--- src/hdl/fuzzy_level_controller_top_defines.svh ---
`ifndef FUZZY_LEVEL_CONTROLLER_TOP_DEFINES_SVH
`define FUZZY_LEVEL_CONTROLLER_TOP_DEFINES_SVH

// same-cycle implication, checked outside reset
`define FLC_ASSERT_NOW(lbl, ante, cons, msg) \
    lbl: assert property (@(posedge i_clk) disable iff (!i_rst_n) (ante) |-> (cons)) \
        else $error(msg);

// next-cycle implication, checked outside reset
`define FLC_ASSERT_NEXT(lbl, ante, cons, msg) \
    lbl: assert property (@(posedge i_clk) disable iff (!i_rst_n) (ante) |=> (cons)) \
        else $error(msg);

`endif

--- src/hdl/flc_pkg.sv ---
package flc_pkg;

    localparam int OPEN_LOW  = 0;
    localparam int OPEN_HIGH = 100;
    localparam int OPEN_STEP = 1;
    localparam int STEP      = (OPEN_STEP < 1) ? 1 : OPEN_STEP;
    localparam int NPTS      = (OPEN_HIGH - OPEN_LOW) / STEP + 1;
    localparam int CHUNK     = 8;
    localparam int NSTG      = (NPTS + CHUNK - 1) / CHUNK;

    localparam int NUM_W = 24;
    localparam int DEN_W = 16;
    localparam int Q_W   = 15;

    localparam logic [2:0] REG_TARGET = 3'd0;

    typedef struct packed {
        logic [8:0] gn;
        logic [8:0] gz;
        logic [8:0] gp;
    } t_grade;

    // floor(x/5) for x <= 1280
    function automatic logic [8:0] div5(input logic [10:0] x);
        logic [22:0] m;
        begin
            m = 23'(x) * 23'd3277;
            return m[22:14];
        end
    endfunction

    function automatic int pt(input int j);
        return OPEN_LOW + j * STEP;
    endfunction

    function automatic logic [8:0] set_close(input int p);
        int v;
        begin
            if (p > -25 && p <= 0)     v = ((25 + p) * 256) / 25;
            else if (p > 0 && p < 25)  v = ((25 - p) * 256) / 25;
            else                       v = 0;
            return 9'(v);
        end
    endfunction

    function automatic logic [8:0] set_open(input int p);
        int v;
        begin
            if (p > 0 && p < 50) v = (p * 256) / 50;
            else if (p >= 50)    v = 256;
            else                 v = 0;
            return 9'(v);
        end
    endfunction

    function automatic logic [8:0] min9(input logic [8:0] a, input logic [8:0] b);
        return (a < b) ? a : b;
    endfunction

    function automatic logic [8:0] max9(input logic [8:0] a, input logic [8:0] b);
        return (a > b) ? a : b;
    endfunction

endpackage

--- src/hdl/flc_front.sv ---
module flc_front (
    input  logic                 i_clk,
    input  logic                 i_rst_n,
    input  logic signed [15:0]   i_target,
    input  logic                 i_valid,
    output logic                 o_ready,
    input  logic signed [15:0]   i_level,
    output logic                 o_valid,
    input  logic                 i_ready,
    output flc_pkg::t_grade      o_grade
);

    logic            r_vld;
    flc_pkg::t_grade r_grade;
    flc_pkg::t_grade n_grade;
    logic signed [16:0] e;

    assign e = 17'(i_target) - 17'(i_level);

    always_comb begin
        n_grade = '0;
        if (e >= -17'sd240 && e <= -17'sd160)
            n_grade.gn = 9'd256;
        else if (e > -17'sd160 && e < 0)
            n_grade.gn = flc_pkg::div5(11'((-e) * 17'sd8));

        if (e > -17'sd80 && e <= 0)
            n_grade.gz = flc_pkg::div5(11'((17'sd80 + e) * 17'sd16));
        else if (e > 0 && e < 17'sd80)
            n_grade.gz = flc_pkg::div5(11'((17'sd80 - e) * 17'sd16));

        if (e > 0 && e < 17'sd160)
            n_grade.gp = flc_pkg::div5(11'(e * 17'sd8));
        else if (e >= 17'sd160 && e <= 17'sd240)
            n_grade.gp = 9'd256;
    end

    assign o_ready = !r_vld || i_ready;
    assign o_valid = r_vld;
    assign o_grade = r_grade;

    always_ff @(posedge i_clk) begin
        if (!i_rst_n) begin
            r_vld <= 1'b0;
        end else if (o_ready) begin
            r_vld <= i_valid;
        end
    end

    always_ff @(posedge i_clk) begin
        if (o_ready && i_valid) begin
            r_grade <= n_grade;
        end
    end

endmodule

--- config.mk ---
export PLATFORM = sky130hd
export DESIGN_NAME = flc_front
export DESIGN_NICKNAME = d
export VERILOG_FILES = /design/src/hdl/fuzzy_level_controller_top_defines.svh /design/src/hdl/flc_pkg.sv /design/src/hdl/flc_front.sv
export SDC_FILE = /design/constraint.sdc
export NUM_CORES = 1
export LEC_CHECK = 0
export ABC_CLOCK_PERIOD_IN_PS = 9000
export CORE_ASPECT_RATIO = 1.1
export CORE_MARGIN = 5
export CORE_UTILIZATION = 40
export DETAILED_ROUTE_END_ITERATION = 8
export DONT_BUFFER_PORTS = 1
export SLEW_MARGIN = 40
export SYNTH_ARGS = -nofsm -noshare
export SYNTH_HDL_FRONTEND = slang
export SYNTH_SLANG_ARGS = --single-unit
--- constraint.sdc ---
create_clock -name i_clk -period 9 [get_ports i_clk]
set_input_delay 0.45 -clock i_clk [delete_from_list [all_inputs] [get_ports i_clk]]
set_output_delay 0.45 -clock i_clk [all_outputs]
set_load 0.05 [all_outputs]
==> results.json <==
{
  "status": "complete, no violations",
  "async_flop_share_pct": 0,
  "cts_tree": "done",
  "syn-num-nets": 1084,
  "drt-total-wl_um": 14860,
  "critPathMaxStageDelay_ns": 0.69,
  "syn_area_per_cell_um2": 9.203,
  "yosysSeqAreaShare_pct": 11.43,
  "gr-total-overflow": 0,
  "core-area_um2": 17800,
  "grt_pass1_vias": 5327,
  "path_delay_family": "adder cells",
  "synth_edf_count": 27,
  "area_growth_pct": 5.593,
  "antenna_found_initial": 0,
  "ant_nets": 0,
  "dr_total_vias": 5250,
  "synth_area_um2": 7271,
  "relSlewSlack_pct": 46.80,
  "drv_slew": 0,
  "holdWs_ns": 0.3187,
  "fin_crit_ns": 7.565,
  "clk_latency_ns": 0.28,
  "fill_cells": 1782,
  "pin_count": 65,
  "worst-endpoint-required_ns": 9.04,
  "drive_gt1_share_pct": 3.295,
  "critPathMaxFanout": 6,
  "drt_iter0_drc": 156,
  "nets": 1084,
  "worstMarginPinSlew_ns": 0.7953,
  "postSynthCellCount": 790,
  "drv_cap": 0,
  "row_count": 51,
  "cts.sinks": 28,
  "grt_max_degree": 28,
  "cp.buffers_inverters": 6,
  "drc": 0,
  "cts_setup_buffers": 0,
  "yosys.cell_types.count": 64,
  "grtUsageTotal_pct": 14.61,
  "hold_viol": 0,
  "synth-seq-cells": 28,
  "diodes": 0,
  "synthFlopType": "edfxtp_1",
  "yosysWarnings": 0,
  "grt_first_pass_wirelength_um": 25530,
  "die_area_um2": 20980,
  "wl_per_cell_um": 14.47,
  "cts_root_buf": "clkbuf_16",
  "dp_hpwl_um": 13000,
  "htreeDepth": 1,
  "crit_arrival_ns": 7.60,
  "initial_core_util_pct": 40.84,
  "ctsResizeCount": 0,
  "fin_skew_ns": 0.008381,
  "timing.setup.tns_ns": 0,
  "die_width_um": 138.5,
  "portBuffers": 0,
  "cp-end-kind": "register",
  "period_share_pct": 84.06,
  "viasPerCell": 5.112,
  "grt_setup_unrepaired": "false",
  "crit_top_cell": "inv_1",
  "die_y_um": 151.4,
  "postCtsHoldBufs": 0,
  "setup_viol": 0,
  "numCtsBuffers": 3,
  "gp_congestion": 0.8475,
  "hold_path.class": "in2reg",
  "ctsLongestPathBuffers": 2,
  "final-seq-area_um2": 830.8,
  "max_freq_ghz": 0.1322,
  "path_class": "in2reg",
  "clk_pin_slew_ns": 0.08,
  "drtPass1Iterations": 4,
  "startpoint_type": "input pin",
  "crit_slowest_cell": "a2111oi_1",
  "multiInputGateArea_um2": 5847
}
[kinds of logic after synthesis]
| family | share of synthesized area [%] |
|---|---|
| fa+ha+maj | 49.77 |
| simple gates | 11.58 |
| buf+inv | 8.277 |
| compound gates | 12.67 |
| xor+xnor | 5.782 |
| flops | 11.43 |
| mux | 0.4990 |
[per-layer routing]
layer / vias to the layer above / track usage (%) / part of all wire, %
met5: - / 0 / 0
met3: 11 / 1.705 / 3.3
met1: 2424 / 19.25 / 48
li1: 2727 / - / -
met4: 0 / 2.717 / 1.1
met2: 88 / 26.15 / 48
[Yosys cell counts (2+ instances only)]
master | instances | share of area, %
nor2b_1 | 7 | 0.60
nor3_1 | 9 | 0.62
and4_1 | 3 | 0.36
a21oi_1 | 30 | 2.1
nand3b_1 | 2 | 0.21
and2_1 | 12 | 1.0
nand2_1 | 24 | 1.2
or2_2 | 9 | 0.77
xnor2_1 | 29 | 3.5
a211oi_1 | 9 | 0.93
and3_1 | 5 | 0.43
fa_1 | 52 | 14
ha_1 | 206 | 35
a22o_1 | 8 | 0.96
nor3b_1 | 2 | 0.21
nor2_1 | 46 | 2.4
o22ai_1 | 2 | 0.17
or3_1 | 12 | 1.0
a2111oi_0 | 5 | 0.60
a41oi_1 | 3 | 0.36
o21ai_0 | 18 | 1.2
a21o_1 | 7 | 0.72
nor4_1 | 2 | 0.17
inv_1 | 149 | 7.7
nand2b_1 | 5 | 0.43
o21a_1 | 11 | 1.1
inv_2 | 2 | 0.10
o21bai_1 | 2 | 0.21
a31oi_1 | 4 | 0.34
o31ai_1 | 4 | 0.41
nand4_1 | 5 | 0.43
o311ai_0 | 3 | 0.36
clkbuf_1 | 7 | 0.36
xor2_1 | 19 | 2.3
edfxtp_1 | 27 | 11
o21ai_1 | 3 | 0.21
o211ai_1 | 4 | 0.41
o2111ai_1 | 2 | 0.24
or2_1 | 2 | 0.17
nand3_1 | 15 | 1.0
[final timing paths]
path                                    end  slack (ns)   startpoint  cells past startpoint
worst min-delay path                o_valid        0.32      i_valid                      2
worst min register to register      o_valid        1.20      o_valid                      2
worst max-delay path            o_grade[17]        1.43  i_target[0]                     26
worst max register to register  o_grade[21]        7.05      o_valid                      3
[state kept, by name, indices dropped and copies added (netlist names)]
register,flops
o_grade,27
o_valid,1
[metrics by stage]
step                      utilization [%]  worst slack (ns)  cell area, µm²  instances
final                               43.12             1.435            7677       1027
after global placement              42.48             1.082            7564       1023
after floorplan                         -             1.748            7271        790
after detailed placement            42.53             1.117            7571       1023
after CTS                           43.12             1.361            7676       1027
after global routing                43.12            0.8498            7677       1027
[area by class of cell]
cell class	count	area share, %
clock buffers	3	0.9778
clock inverters	1	0.3911
inverters	151	7.383
multi-input cells	602	76.16
flip-flops and latches	28	10.82
well taps	238	3.879
repair buffers	4	0.3911
[cells in the final DEF, fill, tap and decap left out, types with 3 or more instances in the layout]
cell type and count:
o21ai_0 18, a21o_1 7, or2_2 9, and3_1 5, and4_1 3, nor3_1 9
a2111oi_0 3, nor2b_1 7, ha_1 206, o21ai_1 3, o31ai_1 4, a211oi_1 9
o211ai_1 4, buf_4 4, inv_1 149, a41oi_1 3, nand2b_1 5, fa_1 52
clkbuf_16 3, o21a_1 11, or3_1 12, nand2_1 24, xor2_1 19, a22o_1 8
and2_1 12, xnor2_1 29, nor2_1 46, a21oi_1 30, a31oi_1 4, o311ai_0 3
nand3_1 15, edfxtp_1 27, nand4_1 5
[worst reg2reg max path: stages (launching register included)]
cell      delay [ns]
dfxtp_1         0.64
nand2b_1        0.46
and2_1          0.31
buf_4           0.24
Power is left out: the tool's default activity adds up to more than one toggle a clock period on the data nets, which glitch-free logic cannot reach.
