==> src/hdl/fuzzy_level_controller_top_defines.svh <==
`ifndef FUZZY_LEVEL_CONTROLLER_TOP_DEFINES_SVH
`define FUZZY_LEVEL_CONTROLLER_TOP_DEFINES_SVH

// same-cycle implication, checked outside reset
`define FLC_ASSERT_NOW(lbl, ante, cons, msg) \
    lbl: assert property (@(posedge i_clk) disable iff (!i_rst_n) (ante) |-> (cons)) \
        else $error(msg);

// next-cycle implication, checked outside reset
`define FLC_ASSERT_NEXT(lbl, ante, cons, msg) \
    lbl: assert property (@(posedge i_clk) disable iff (!i_rst_n) (ante) |=> (cons)) \
        else $error(msg);

`endif

==> src/hdl/flc_pkg.sv <==
package flc_pkg;

    localparam int OPEN_LOW  = 0;
    localparam int OPEN_HIGH = 100;
    localparam int OPEN_STEP = 1;
    localparam int STEP      = (OPEN_STEP < 1) ? 1 : OPEN_STEP;
    localparam int NPTS      = (OPEN_HIGH - OPEN_LOW) / STEP + 1;
    localparam int CHUNK     = 8;
    localparam int NSTG      = (NPTS + CHUNK - 1) / CHUNK;

    localparam int NUM_W = 24;
    localparam int DEN_W = 16;
    localparam int Q_W   = 15;

    localparam logic [2:0] REG_TARGET = 3'd0;

    typedef struct packed {
        logic [8:0] gn;
        logic [8:0] gz;
        logic [8:0] gp;
    } t_grade;

    // floor(x/5) for x <= 1280
    function automatic logic [8:0] div5(input logic [10:0] x);
        logic [22:0] m;
        begin
            m = 23'(x) * 23'd3277;
            return m[22:14];
        end
    endfunction

    function automatic int pt(input int j);
        return OPEN_LOW + j * STEP;
    endfunction

    function automatic logic [8:0] set_close(input int p);
        int v;
        begin
            if (p > -25 && p <= 0)     v = ((25 + p) * 256) / 25;
            else if (p > 0 && p < 25)  v = ((25 - p) * 256) / 25;
            else                       v = 0;
            return 9'(v);
        end
    endfunction

    function automatic logic [8:0] set_open(input int p);
        int v;
        begin
            if (p > 0 && p < 50) v = (p * 256) / 50;
            else if (p >= 50)    v = 256;
            else                 v = 0;
            return 9'(v);
        end
    endfunction

    function automatic logic [8:0] min9(input logic [8:0] a, input logic [8:0] b);
        return (a < b) ? a : b;
    endfunction

    function automatic logic [8:0] max9(input logic [8:0] a, input logic [8:0] b);
        return (a > b) ? a : b;
    endfunction

endpackage

==> src/hdl/flc_fifo.sv <==
module flc_fifo (
    input  logic            i_clk,
    input  logic            i_rst_n,
    input  logic            i_push,
    input  flc_pkg::t_grade i_data,
    output logic            o_full,
    input  logic            i_pop,
    output logic            o_empty,
    output flc_pkg::t_grade o_data
);

    flc_pkg::t_grade r_mem [4];
    logic [1:0] r_wr;
    logic [1:0] r_rd;
    logic [2:0] r_cnt;
    logic       push;
    logic       pop;

    assign o_full  = (r_cnt == 3'd4);
    assign o_empty = (r_cnt == 3'd0);
    assign push    = i_push && !o_full;
    assign pop     = i_pop && !o_empty;
    assign o_data  = r_mem[r_rd];

    always_ff @(posedge i_clk) begin
        if (!i_rst_n) begin
            r_wr  <= '0;
            r_rd  <= '0;
            r_cnt <= '0;
        end else begin
            if (push) r_wr <= r_wr + 2'd1;
            if (pop)  r_rd <= r_rd + 2'd1;
            r_cnt <= r_cnt + 3'(push) - 3'(pop);
        end
    end

    always_ff @(posedge i_clk) begin
        if (push) r_mem[r_wr] <= i_data;
    end

endmodule

==> config.mk <==
export PLATFORM = sky130hd
export DESIGN_NAME = flc_fifo
export DESIGN_NICKNAME = d
export VERILOG_FILES = /design/src/hdl/fuzzy_level_controller_top_defines.svh /design/src/hdl/flc_pkg.sv /design/src/hdl/flc_fifo.sv
export SDC_FILE = /design/constraint.sdc
export NUM_CORES = 1
export LEC_CHECK = 0
export BUFFER_PORTS_ARGS = -buffer_cell sky130_fd_sc_hd__buf_2
export CORE_UTILIZATION = 30
export CTS_CLUSTER_DIAMETER = 60
export DETAILED_ROUTE_END_ITERATION = 8
export GPL_TIMING_DRIVEN = 0
export REMOVE_ABC_BUFFERS = 1
export SYNTH_ARGS = -nofsm -noshare
export SYNTH_HDL_FRONTEND = slang
export SYNTH_SLANG_ARGS = --single-unit
==> constraint.sdc <==
create_clock -name i_clk -period 4.2 [get_ports i_clk]
set_input_delay 1.26 -clock i_clk [delete_from_list [all_inputs] [get_ports i_clk]]
set_output_delay 1.26 -clock i_clk [all_outputs]
set_load 0.01 [all_outputs]
==> results.py, run 1 <==
metrics = {
    "routing": {
        "vias": 2010,
        "drt_iter0_drc": 113,
        "vias_per_cell": 4.37,
        "wl_per_cell_um": 16.5,
        "wirelength_um": 7570,
        "drt-pass1-iter-count": 5,
        "drtAntennaViolNets": 0,
        "drc": 0,
        "dr_wl_met2_um": 3770,
        "routed.top_layer": "met4",
        "route.met3.wl_um": 341,
        "met1_length_um": 3370,
    },
    "power_and_ir_drop": {
        "powerDensity_nw_per_um2": 646,
        "power_mw": 3.58,
        "p_leak_nw": 1.93,
        "irDropWorstVdd_mv": 0.259,
    },
    "setup_path": {
        "critPathLaunchType": "flip-flop",
        "cpPeakStageDelay_ps": 670,
        "critPathCapture": "o_data[22]",
        "path_cells": "buf_16, mux4_1, buf_2",
        "rr_worst_depth": 10,
        "cp.arrival_ps": 2070,
        "critical_path_class": "reg -> out",
        "critPathMaxFanout": 15,
        "end_kind": "primary output",
        "r2r-start": "r_cnt[2]",
        "slowest_stage": "dfxtp_2",
        "rr_endpoint": "r_cnt[2]",
        "cp.required_ps": 2940,
        "rrSetupSlack_ps": 1780,
    },
    "job": {
        "drv_cap": 0,
    },
    "sta": {
        "timing.final.crit_share_pct": 79.2,
        "tightest_slew_ps": 807,
        "relSlewSlack_pct": 46.2,
        "fmax_ghz": 0.301,
        "timing.hold.ws_ps": 485,
        "skew_ps": 9.27,
        "rsz0062_at_grt": "false",
        "postLayoutSetupSlackWorst_ps": 875,
        "finalSetupViolations": 0,
        "slew_violations": 0,
        "finalHoldViolCount": 0,
        "tns_ps": 0,
        "min_period_ps": 3330,
    },
    "grt": {
        "grt_pass1_vias": 2148,
        "antenna_found_initial": 0,
        "grt_use_total_pct": 11.1,
        "grt_remaining_overflow": 0,
        "grt_start_max_net_pins": 28,
        "grt_pass1_wl_um": 11500,
    },
    "layout": {
        "fin_cells": 460,
        "diodes": 0,
        "final_net_count": 301,
        "drive_gt1_share_pct": 43.5,
        "area_growth_pct": 25.3,
    },
    "synth": {
        "postSynth.asyncResetShare_pct": 0,
        "synth.largest_area_cell": "edfxtp_1",
        "synth_area_leaders": "edfxtp_1, mux4_2, mux4_1, dfxtp_1, ha_1",
        "yosysWarningCount": 0,
        "synth_flop_cell": "edfxtp_1",
        "netlist_instances": 192,
        "synth_top_area_share_pct": 73.2,
        "synth_edf_count": 108,
        "synth.distinct_cells": 22,
        "netlist_area_um2": 4430,
        "yosysSeqAreaShare_pct": 77.3,
        "ys_top_cells_by_count": "edfxtp_1, mux4_2, dfxtp_1",
        "ys_ff_latch": 117,
        "syn_area_per_cell_um2": 23.1,
        "yosysMostFrequentCell": "edfxtp_1",
    },
    "clocking": {
        "clock-root-buffer": "clkbuf_16",
        "cts_buffers": 17,
        "cts.clk_slew.worst_paths_ps": 60,
        "clock-sinks": 117,
        "cts_hold_buf": 0,
        "cts_tree": "built",
        "cts_resized": 0,
        "clock_latency_ps": 410,
        "cts_setup_buffers": 0,
        "cts.htree.levels": 4,
        "clk_path_buf_depth": 2,
    },
    "place": {
        "place_congestion": 0.641,
        "dp_hpwl_um": 4400,
        "place_ws_ps": 920,
        "dp_cells": 428,
        "numPortBuffers": 59,
    },
    "floorplan": {
        "coreArea_um2": 14500,
        "die_height_um": 124,
        "die_w_um": 124,
        "start_util_pct": 30.6,
        "io_pins": 60,
        "die_area_um2": 15300,
        "row_count": 44,
    },
    "outcome": {
        "outcome": "finished, final reports clean",
    },
    "hold_path": {
        "hold_path_class": "reg -> reg",
    },
}
==> placed cells by master, fill, tap and decap left out, types with 4 or more instances in the layout <==
| cell | count |
|---|---|
| and2_2 | 4 |
| buf_2 | 59 |
| clkbuf_16 | 22 |
| dfxtp_1 | 7 |
| edfxtp_1 | 108 |
| ha_1 | 6 |
| inv_1 | 6 |
| mux4_1 | 7 |
| mux4_2 | 20 |
| nand2_1 | 6 |
==> metrics by stage <==
stage	utilization, %	area [um2]
final	38.3	5550
after global routing	38.3	5550
after CTS	38.3	5550
after detailed placement	33.9	4910
after global placement	33.7	4880
after floorplan	-	4350
==> kinds of logic (layout without fill, tap and decap cells) <==
group,count (synthesis),in the layout,synth area share [%]
simple gates,19,19,2.68
mux,29,29,14.8
buf+inv,14,98,2.20
flops,117,117,77.3
fa+ha+maj,7,7,2.15
xor+xnor,2,2,0.396
compound gates,4,4,0.508
==> layer usage <==
| layer | vias to the layer above | GRT usage, % |
|---|---|---|
| li1 | 936 | - |
| met1 | 1016 | 13.0 |
| met2 | 51 | 17.4 |
| met3 | 7 | 5.07 |
| met4 | 0 | 4.82 |
| met5 | - | 0 |
==> registers in the layout, summed over array words and instances (netlist names), named ones only <==
name	cells
r_cnt	3
r_mem	108
r_rd	2
r_wr	2
==> report_power, final <==
part	internal, mW	switching, mW	leakage (nW)	total [mW]
Combinational	0.315	0.290	0.551	0.605
Sequential	1.42	0.0804	1.06	1.50
Clock	0.979	0.499	0.319	1.48
==> area by class of cell <==
cell class,instances,area (um2)
Fill cell,1303,8930
Clock buffer,25,592
Sequential cell,117,3430
Tap cell,184,230
Multi-Input combinational cell,61,913
Clock inverter,7,45.0
Inverter,6,22.5
Timing Repair Buffer,60,323
==> worst min-delay path by stage <==
stage | slack, ps | startpoint | end | depth (start not counted)
finish | 480 | r_rd[1] | flip-flop | 2
global placement | 470 | r_rd[1] | r_rd[1] | 2
floorplan | 460 | r_rd[1] | flip-flop | 2
detailed placement | 480 | r_rd[0] | r_rd[0] | 2
global route | 520 | r_rd[0] | r_rd[0] | 2
CTS | 490 | r_rd[1] | flip-flop | 2
==> worst max-delay path, delay by kind of cell (launching register included) <==
kind,cells,cell delay (ps)
buffers and inverters,2,400
flip-flops,1,670
multiplexers,1,590
No activity file was read; power rests on OpenSTA's default activity.
==> run 2: changes to the inputs <==
ABC_AREA = 1   (was not set)
clock period = 2.9 ns   (was 4.2 ns; I/O delays follow)
==> run 2 against run 1 <==
Compared with the run above: register-to-register slack worse by 1100 ps; worst setup slack worse by 710 ps; first-iteration DRC count is 120% higher; largest power group is now the clock network; cell count is 28% higher; combinational power is 82% higher; largest cell class unchanged; clock skew hardly changed; synthesized cell count is 71% higher; critical path type unchanged; total power is 52% higher; critical path depth is 2 higher; the run now ends with design-rule violations left; utilization is 0.063 points higher; highest routed layer unchanged; clock power is 47% higher.
==> results.py, run 2 <==
metrics = {
    "outcome": {
        "outcome": "finished with violations",
        "violations": "design-rule violations",
    },
    "sta": {
        "finalSetupViolations": 0,
        "skew_ps": 8.97,
        "min_period_ps": 2740,
        "finalHoldViolCount": 0,
        "timing.hold.ws_ps": 483,
        "relSlewSlack_pct": 39.2,
        "fmax_ghz": 0.366,
        "tightest_slew_ps": 910,
        "rsz0062_at_grt": "false",
        "timing.final.crit_share_pct": 94.3,
        "slew_violations": 0,
    },
    "layout": {
        "final_common_cell": "edfxtp_1",
        "design_area_um2": 5620,
        "layout_common_cells": "edfxtp_1, nor2_1, buf_2, o21ai_0, o22ai_1",
        "n_fill_cell": 1383,
        "largestRegisters": "r_mem x108, r_cnt x3",
        "largest_register_ff_count": 108,
        "seqCellArea_um2": 3430,
        "fin_cells": 590,
        "final_net_count": 432,
        "diodes": 0,
        "largest-register": "r_mem",
        "multi_input_area_um2": 910,
        "area_growth_pct": 24.0,
        "drive_gt1_share_pct": 23.6,
        "final_util_pct": 38.4,
    },
    "power_and_ir_drop": {
        "p_leak_nw": 2.05,
        "internal_power_mw": 3.94,
        "p_sw_mw": 1.50,
        "powerDensity_nw_per_um2": 969,
        "swShare_pct": 27.6,
        "irDropWorstVdd_mv": 0.595,
        "clock_power_share_pct": 40.1,
        "power_frac_seq_pct": 39.6,
        "comb_power_share_pct": 20.3,
    },
    "clocking": {
        "cts_setup_buffers": 0,
        "cts.htree.levels": 4,
        "clock_latency_ps": 400,
        "clock-root-buffer": "clkbuf_16",
        "clk_path_buf_depth": 2,
        "cts_tree": "built",
        "cts.clk_slew.worst_paths_ps": 50,
        "clock-sinks": 117,
        "cts_buffers": 17,
    },
    "setup_path": {
        "path_buf_inv": 3,
        "slowest_stage": "dfxtp_2",
        "path_cells": "buf_12, inv_8, nor2_1, o22ai_1, buf_2",
        "cp.depth": 5,
        "critPathMaxFanout": 54,
        "cp_top_family": "buffers and inverters",
        "cp.arrival_ps": 1870,
        "end_kind": "primary output",
        "critPathLaunchType": "flip-flop",
        "critical_path_class": "reg -> out",
        "cp.required_ps": 2030,
        "cpPeakStageDelay_ps": 420,
        "rr_worst_depth": 9,
    },
    "grt": {
        "grt_remaining_overflow": 0,
        "grt_pass1_wl_um": 14500,
        "antenna_found_initial": 0,
        "grt_pass1_vias": 2772,
        "grt_start_max_net_pins": 55,
        "grt_use_total_pct": 12.6,
    },
    "synth": {
        "yosysSeqAreaShare_pct": 75.5,
        "synth_area_leaders": "edfxtp_1, nor2_1, dfxtp_1, o22ai_1, o21ai_0",
        "syn_area_per_cell_um2": 13.8,
        "netlist_area_um2": 4530,
        "postSynth.asyncResetShare_pct": 0,
        "netlist_instances": 329,
        "synth_top_area_share_pct": 71.5,
        "yosysWarningCount": 0,
        "yosysMostFrequentCell": "edfxtp_1",
        "ys_ff_latch": 117,
        "synth.distinct_cells": 18,
        "ys_top_cells_by_count": "edfxtp_1, nor2_1, o21ai_0",
        "synth_flop_cell": "edfxtp_1",
        "synth.largest_area_cell": "edfxtp_1",
        "synth_edf_count": 108,
    },
    "floorplan": {
        "die_w_um": 125,
        "die_height_um": 125,
        "io_pins": 60,
        "row_count": 44,
        "start_util_pct": 31.0,
        "coreArea_um2": 14600,
        "die_area_um2": 15600,
    },
    "routing": {
        "drtAntennaViolNets": 0,
        "vias_per_cell": 4.69,
        "drt_iter0_drc": 243,
        "vias": 2767,
        "drc": 6,
        "drt-pass1-iter-count": 6,
        "wirelength_um": 9320,
        "wl_per_cell_um": 15.8,
    },
    "place": {
        "dp_cells": 559,
        "post_dp_cell_area_um2": 5000,
        "numPortBuffers": 59,
        "dp_hpwl_um": 5310,
        "place_congestion": 0.684,
    },
    "hold_path": {
        "hold_path_class": "reg -> reg",
        "min_path_cells": 2,
    },
    "job": {
        "drv_cap": 0,
    },
}
run 2: cells by family (layout without fill, tap and decap cells):
group	Yosys count	count (layout)	synth area share (%)
AO/OA/AOI/OAI	86	86	10.2
AND/OR/NAND/NOR	84	84	7.06
buffers and inverters	35	112	5.11
adder cells (fa/ha/maj)	7	7	2.10
flip-flops	117	117	75.5
run 2: metal layers:
metal,wire [um],global-route usage (%)
met1,4130,14.9
met2,4560,20.4
met5,0,0
met3,514,4.58
met4,115,6.03
run 2: layout make-up:
class / count / share of cell area [%]
tap: 184 / 4.09
clock buffer: 18 / 7.63
clock inverter: 13 / 3.34
sequential: 117 / 61.0
multi-input combinational: 177 / 16.2
inverter: 19 / 1.49
timing repair buffer: 62 / 6.32
run 2: stage by stage:
stage                     setup slack [ps]  total power [mW]  setup TNS, ps
after CTS                              154              5.51              0
after detailed placement              -102              3.32          -1520
after global routing                  59.1              5.70              0
after floorplan                        328              2.81              0
final                                  164              5.45              0
after global placement                -807              3.23         -98580
run 2: timing repair:
item | in CTS | in global routing
resized for setup | 2 | 0
hold buffers | 0 | 0
setup endpoints to repair | 27 | 0
run 2: final timing paths:
kind	to	slack, ps	start
setup / recovery	o_data[5]	160	flip-flop
hold / removal	flip-flop	480	r_rd[0]
setup reg to reg	r_cnt[2]	690	r_cnt[1]
hold reg to reg	flip-flop	480	r_rd[0]
run 2: power groups by stage:
stage	clock, mW	combinational [mW]	sequential [mW]
final	2.18	1.10	2.16
after global routing	2.30	1.23	2.18
after CTS	2.23	1.13	2.16
after detailed placement	0	1.13	2.19
after global placement	0	0.981	2.25
after floorplan	0	0.613	2.19
run 2: tightest hold or removal path, stage by stage (launching register included):
cell and delay (ps):
dfxtp_1 320, a21oi_1 50, nor2_1 70
==> run 3: changes to the inputs <==
CORE_MARGIN = 4   (was not set)
CTS_CLUSTER_SIZE = 8   (was not set)
==> run 3 against run 2 <==
Compared with the run above: the run now ends clean; non-clock buffer count shrank 1; global-route usage decreased by 0.94 points; routed wire length grew 0.50%; via count shrank 0.11%; die area is 9.8% higher; cell count did not move; critical path type unchanged; largest cell class unchanged.
==> results.py, run 3 (same netlist as run 2, synthesis figures left out) <==
metrics = {
    "outcome": {
        "outcome": "finished, final reports clean",
    },
    "grt": {
        "antenna_found_initial": 1,
        "grt_start_max_net_pins": 55,
        "grt_use_total_pct": 11.7,
        "grt_remaining_overflow": 0,
        "grt_pass1_vias": 2628,
        "grt_pass1_wl_um": 14300,
    },
    "sta": {
        "rsz0062_at_grt": "false",
        "postLayoutSetupSlackWorst_ps": 256,
        "timing.hold.ws_ps": 489,
        "min_period_ps": 2640,
        "finalHoldViolCount": 0,
        "relSlewSlack_pct": 35.8,
        "tns_ps": 0,
        "fmax_ghz": 0.378,
        "timing.final.crit_share_pct": 91.2,
        "skew_ps": 8.56,
        "finalSetupViolations": 0,
        "tightest_slew_ps": 960,
        "slew_violations": 0,
    },
    "floorplan": {
        "row_count": 44,
        "die_height_um": 131,
        "coreArea_um2": 14600,
        "die_area_um2": 17100,
        "io_pins": 60,
        "start_util_pct": 31.0,
        "die_w_um": 131,
    },
    "clocking": {
        "clock-root-buffer": "clkbuf_16",
        "clock-sinks": 117,
        "cts.clk_slew.worst_paths_ps": 50,
        "clk_path_buf_depth": 2,
        "cts.htree.levels": 4,
        "clock_latency_ps": 410,
        "cts_buffers": 17,
        "cts_tree": "built",
        "cts_hold_buf": 0,
    },
    "job": {
        "drv_cap": 0,
    },
    "layout": {
        "final_net_count": 431,
        "diodes": 0,
        "drive_gt1_share_pct": 23.2,
        "largestRegisters": "r_mem x108, r_cnt x3",
        "largest_register_ff_count": 108,
        "final_common_cell": "edfxtp_1",
        "area_growth_pct": 22.8,
        "fin_cells": 590,
        "largest-register": "r_mem",
        "layout_common_cells": "edfxtp_1, nor2_1, buf_2, o21ai_0, o22ai_1",
    },
    "setup_path": {
        "rr_worst_depth": 9,
        "critPathMaxFanout": 54,
        "cp.required_ps": 2030,
        "critPathCapture": "o_data[4]",
        "critical_path_class": "reg -> out",
        "rrSetupSlack_ps": 730,
        "critPathLaunchType": "flip-flop",
        "end_kind": "primary output",
        "rr_endpoint": "r_cnt[2]",
        "r2r-start": "r_cnt[1]",
        "cp.arrival_ps": 1770,
    },
    "routing": {
        "drtAntennaViolNets": 0,
        "vias_per_cell": 4.68,
        "drt-pass1-iter-count": 4,
        "vias": 2764,
        "drc": 0,
        "wirelength_um": 9360,
        "wl_per_cell_um": 15.9,
        "drt_iter0_drc": 194,
    },
    "place": {
        "place_ws_ps": -160,
        "place_congestion": 0.722,
        "numPortBuffers": 59,
        "dp_hpwl_um": 5350,
        "dp_cells": 558,
    },
    "hold_path": {
        "hold_path_class": "reg -> reg",
    },
    "power_and_ir_drop": {
        "powerDensity_nw_per_um2": 943,
        "p_leak_nw": 2.02,
        "power_mw": 5.25,
        "irDropWorstVdd_mv": 0.491,
    },
}
-- run 3: changes by cell type in the layout (fill, tap and decap cells not counted) --
cell	before	now
bufinv_16	5	3
clkbuf_1	1	3
buf_16	0	1
buf_12	3	1
clkinv_4	1	2
-- run 3: worst min path at each step --
stage	cells past startpoint	to	start	slack [ps]
6_report	2	r_rd[0]	r_rd[0]	490
5_1_grt	2	r_rd[0]	r_rd[0]	530
4_1_cts	2	r_rd[0]	r_rd[0]	490
3_5_place_dp	2	r_rd[0]	r_rd[0]	480
3_3_place_gp	2	r_rd[0]	r_rd[0]	460
2_1_floorplan	2	flip-flop	r_rd[0]	450
-- run 3: per-layer routing --
layer / up-vias / global-route usage [%] / routed length, um
met5: - / 0 / 7
met1: 1333 / 14.4 / 4090
li1: 1336 / - / -
met2: 78 / 17.8 / 4490
met4: 2 / 4.90 / 145
met3: 15 / 5.08 / 632
-- run 3: repair_timing --
item	4_1_cts	5_1_grt
gates resized for setup	2	0
setup endpoints to repair	27	0
hold endpoints to repair	0	0
buffers inserted	0	0
-- run 3: metrics by stage --
step / instance area [um2] / util (%)
6_report: 5570 / 38.0
4_1_cts: 5570 / 38.0
2_1_floorplan: 4390 / -
5_1_grt: 5570 / 38.0
3_5_place_dp: 4990 / 34.1
3_3_place_gp: 4910 / 33.5
-- run 3: final cells by class --
class                   count  area (um2)
fillers                  1393        9080
multi-input cells         177         910
well taps                 184         230
flip-flops and latches    117        3430
clock buffers              20         437
clock inverters            12         136
inverters                  19        83.8
repair buffers             61         343
-- run 3: critical path: stages (launching register included) --
cell,delay [ps]
dfxtp_2,390
buf_12,200
inv_8,270
nor2_1,70
o22ai_1,240
buf_2,180
-- run 3: report_power, final --
part / internal, mW / switching [mW] / total, mW
Clock: 1.33 / 0.685 / 2.02
Sequential: 2.07 / 0.0886 / 2.16
Combinational: 0.365 / 0.713 / 1.08
